[src/sv/sact_set_mem.sv]
// One row per set: valid, dirty, tag and age of all ways; registered read.
`default_nettype none
module sact_set_mem #(
  parameter int unsigned ROW_W = 8,
  parameter int unsigned IDX_W = 6,
  parameter int unsigned DEPTH = 64
) (
  input  wire logic             clk,
  input  wire logic             rd_en,
  input  wire logic [IDX_W-1:0] rd_addr,
  output logic      [ROW_W-1:0] rd_data,
  input  wire logic             wr_en,
  input  wire logic [IDX_W-1:0] wr_addr,
  input  wire logic [ROW_W-1:0] wr_data
);
  logic [ROW_W-1:0] mem [DEPTH];

  // Write port
  always_ff @(posedge clk) begin
    if (wr_en) begin
      mem[wr_addr] <= wr_data;
    end
  end

  // Registered read port
  always_ff @(posedge clk) begin
    if (rd_en) begin
      rd_data <= mem[rd_addr];
    end
  end
endmodule
`default_nettype wire

[config.mk]
export PLATFORM = sky130hd
export DESIGN_NAME = sact_set_mem
export DESIGN_NICKNAME = d
export VERILOG_FILES = /design/src/sv/sact_set_mem.sv
export SDC_FILE = /design/constraint.sdc
export NUM_CORES = 1
export LEC_CHECK = 0
export BUFFER_PORTS_ARGS = -buffer_cell sky130_fd_sc_hd__clkbuf_2
export CAP_MARGIN = 0
export CORE_MARGIN = 5
export CORE_UTILIZATION = 57
export DETAILED_ROUTE_END_ITERATION = 16
export PLACE_DENSITY = 0.71
export RECOVER_POWER = 100
export SYNTH_ARGS = -nofsm -noshare
export SYNTH_HDL_FRONTEND = slang
export SYNTH_SLANG_ARGS = --single-unit
[constraint.sdc]
create_clock -name clk -period 2.3 [get_ports clk]
set_input_delay 0 -clock clk [delete_from_list [all_inputs] [get_ports clk]]
set_output_delay 0 -clock clk [all_outputs]
set_load 0.005 [all_outputs]
# Word-level counts from Yosys, hierarchy flattened
# Memories as Yosys holds them, arrays and structs flattened. A register that Yosys moved wholly into a read port is not among the register bits.
# Index checks and enable logic that the tools add are counted.
# totals
reg_bits	0
ram_bits	512
in_bits	23
out_inout_bits	8
wordCells	3
n_memories	1
# mem_list
name	words	word_bits	read_ports	rd_ports_with_merged_regs	write_ports	line_no	source
mem	64	8	1	1	1	16	logic [ROW_W-1:0] mem [DEPTH];
# classes
muxes	2
# ops
operator	n
$mux 1	2

# Longest topological paths before layout
# depth
word_depth	2
depth_mapped	9
ltp_nobuf	5

# Least setup slack after synthesis
# No wires, ideal clock.
# synth_path
path_kind	reg2reg
from	memory mem[29][4]
to	register rd_data[4] (read register of mem) (data pin)
setup_time_ns	0.270
t_arrival_ns	1.560
t_required_ns	2.030
path_slack_ns	0.470
stages_incl_launch_ff	6
path_buffers	0
period_less_slack_ns	1.830
path_cell_list	edfxtp_1 -> mux4_2 -> mux2_2 -> o221a_2 -> nor3_1 -> o32ai_1
# synth_rtl
item	line_no	source
start, declared	16	
end, declared	11	output logic [ROW_W-1:0] rd_data,

==> results.md <==
* First-pass GRT wire length at roughly 66 mm
* Final setup violation count at 0
* Combinational share of power at between 5 and 6%
* FF-to-FF End: rd_data[4]$_DFFE_PP_
* F_max at 450 MHz
* H-tree depth at 2
* Setup bufs post-CTS at 0
* Reg clk slew, reported paths at roughly 0.060 ns
* Net switching power at 3.99 mW
* R2r worst-path depth at 5
* LEAKAGE at a little over 7 nW
* Worst r2r src: mem[20][4]$_DFFE_PP_
* Period utilisation layout at a little over nine tenths
* Post-detail-place hpwl at between 20 and 30 mm
* Commonest non-fill, non-tap cells in the layout: edfxtp_1, mux4_2, clkbuf_1
* Worst Path Required at ~2.6 ns
* CP arrival at approximately 2.5 ns
* GRT overflow at 0
* Actual slew at the worst max-slew pin at ~2.4 ns
* Failing checks: max-capacitance violations, max-slew violations
* Min-Delay Startpoint: rd_addr[5]
* Hold EP: rd_data[4]$_DFFE_PP_
* Final instance area at roughly 0.023 sq mm
* Routed via count at approximately 10k
* Cell variety after synth at 39
* Switching Share at approximately a fifth
* Worst setup path start: mem[20][4]$_DFFE_PP_
* DRC Markers at 0
* Clock Tree Buf Depth at 3
* Finished Core Util at around two thirds
* Share of cells above drive strength 1 at between 20% and 30%
* Setup slack after layout at 0.0761 ns
* Largest net degree at the start of global routing at 65
* Post-DRT Antenna Nets at 0
* Io pins at 31
* WL/cell at between 20 and 30 um
* Die area at 0.0394 sq mm
* Starting DRT DRC Count at 1078
* Worst slack at placement at -0.0555 ns
* Mapped cell area at ~0.020 sq mm
* Initial antenna violation count at 4
* DP Area at 0.0218 sq mm
* Final Wtd Congestion at 0.842
* Worst Hold Depth at 3
* Core area at between 0.03 and 0.04 sq mm
* Die W at 198 um
* CTS tree: done
* Pwr/cell area at about 840 mW/mm^2
* Synth Flop Type: edfxtp_1
* Area growth, synth to finish at 14.0%
* RSZ-0062 raised after global routing: no
* Post-synthesis net count at 963
* Syn Area/Cell at around 22 sq um
* Tot GR Track Use at 23.1%
* Vias in the first global route at around 10k
* Peak VDD IR at a little under 0.6 mV
* Final slew viol count at 105
* Slew margin rel. at -59.8%
* Max cap viols at 2
* Worst setup EP type: flip-flop
* PortBufs at 30
* Clock Sinks at 520
* Clk Latency, worst-skew pair at a little under 0.6 ns
* Final min period at 2.22 ns
* Commonest non-fill, non-tap cell in the layout: edfxtp_1
* Syn Inst Count at between 900 and 1k
* Sequential share of power at ~54%
* Register area share after synthesis at between 70% and 80%
* Clock power frac at between 40% and 50%
* Initial Utilization at 57.3%
* Crit start category: flip-flop
* WL final at between 40 and 50 mm
* Die height at between 150 and 200 um
* Final Skew at 0.0108 ns
* Yosys warnings at 0
* Fraction of registers with async set/reset at 0%
* Fin nets at about 1.1k
* Cell Rows at slightly below 70
* Critical path fanouts, max at 1
* Internal power at 15.5 mW
* Worst reg-to-reg setup slack at between 0.07 and 0.08 ns
* Setup CP Type: flip-flop to flip-flop
* Yosys reg bits at 520
* Number of synthesized flops with an enable pin at 520
* CTS Buf Count at 50
* Status: complete, but fails checks
* Hold Path Class: primary input to flip-flop
* Vias/cell at about 6.3
* Fin. Hold Viols at 0
* Drt first pass iters at 5
* Root Buffer: clkbuf_16
==> cell type report <==
class / instances / area [sq um]
flip-flops and latches: 520 / 15600
fillers: 2350 / 12200
multi-input cells: 369 / 4320
clock buffers: 56 / 1270
repair buffers: 164 / 987
well taps: 461 / 577
clock inverters: 36 / 310
diodes: 1 / 2.50
==> worst max-delay path, cell delays in order (launching register included) <==
cell      delay, ns
edfxtp_1       0.37
mux4_2         0.48
mux2_2         0.31
o221a_2        0.28
nor3_1         0.38
o32ai_1        0.14
==> Yosys cell counts (4+ instances only) <==
cell type	n	area share, %
a211oi_1	4	0.15
a221oi_1	6	0.26
buf_1	4	0.074
buf_2	11	0.27
buf_4	13	0.48
buf_6	4	0.22
clkbuf_1	17	0.32
edfxtp_1	520	77
mux2_2	13	0.72
mux2i_1	23	1.1
mux4_2	126	14
nand2_1	19	0.35
nand2b_1	7	0.22
nand3_1	13	0.32
nor2_1	83	1.5
nor2b_1	14	0.43
nor3_1	7	0.17
o221ai_1	8	0.35
o22ai_1	8	0.25
==> how the worst max path moves through the flow <==
stage                                      end  slack [ns]  cells past startpoint
final                     rd_data[4]$_DFFE_PP_        0.08                      5
after global routing      rd_data[4]$_DFFE_PP_        0.03                      5
after CTS                 rd_data[4]$_DFFE_PP_        0.05                      5
after detailed placement  rd_data[6]$_DFFE_PP_       -0.06                      6
after global placement    rd_data[6]$_DFFE_PP_       -0.03                      6
after floorplan           rd_data[4]$_DFFE_PP_        0.47                      5
==> registers in the layout, summed over array words and instances (netlist names) <==
name,flops
mem,512
rd_data,8
==> per-layer routing <==
layer / global-route usage (%) / part of all wire, %
met2: 36.6 / 48
met4: 5.55 / 1.9
met5: 0 / 0.10
met1: 34.0 / 40
met3: 4.93 / 9.7
==> stage by stage <==
stage	cells	total power, mW	TNS, ns	hold slack [ns]
finish	1607	19.5	0	0.0431
detailed placement	1508	11.8	-0.135	0.451
floorplan	940	11.3	0	0.0989
CTS	1606	19.6	0	0.00527
global placement	1508	11.7	-0.0403	0.443
global route	1607	20.1	0	0.0583
==> power by group through the flow <==
| stage | clock (mW) | combinational, mW | sequential, mW |
|---|---|---|---|
| final | 7.91 | 1.01 | 10.5 |
| after global routing | 8.45 | 1.08 | 10.5 |
| after CTS | 8.02 | 1.04 | 10.5 |
| after detailed placement | 0 | 1.03 | 10.7 |
| after global placement | 0 | 1.01 | 10.7 |
| after floorplan | 0 | 0.559 | 10.7 |
==> cell families after synthesis <==
| logic type | after synthesis | synth area share, % |
|---|---|---|
| compound gates | 54 | 2.06 |
| mux | 162 | 15.9 |
| buf+inv | 51 | 1.56 |
| flops | 520 | 77.1 |
| simple gates | 153 | 3.37 |
==> what timing repair did <==
item | 4_1_cts | 5_1_grt
resized for setup | 0 | 0
hold buffers | 6 | 0
hold endpoints to repair | 40 | 0
Note: power is estimated with default switching activity, not from simulation.
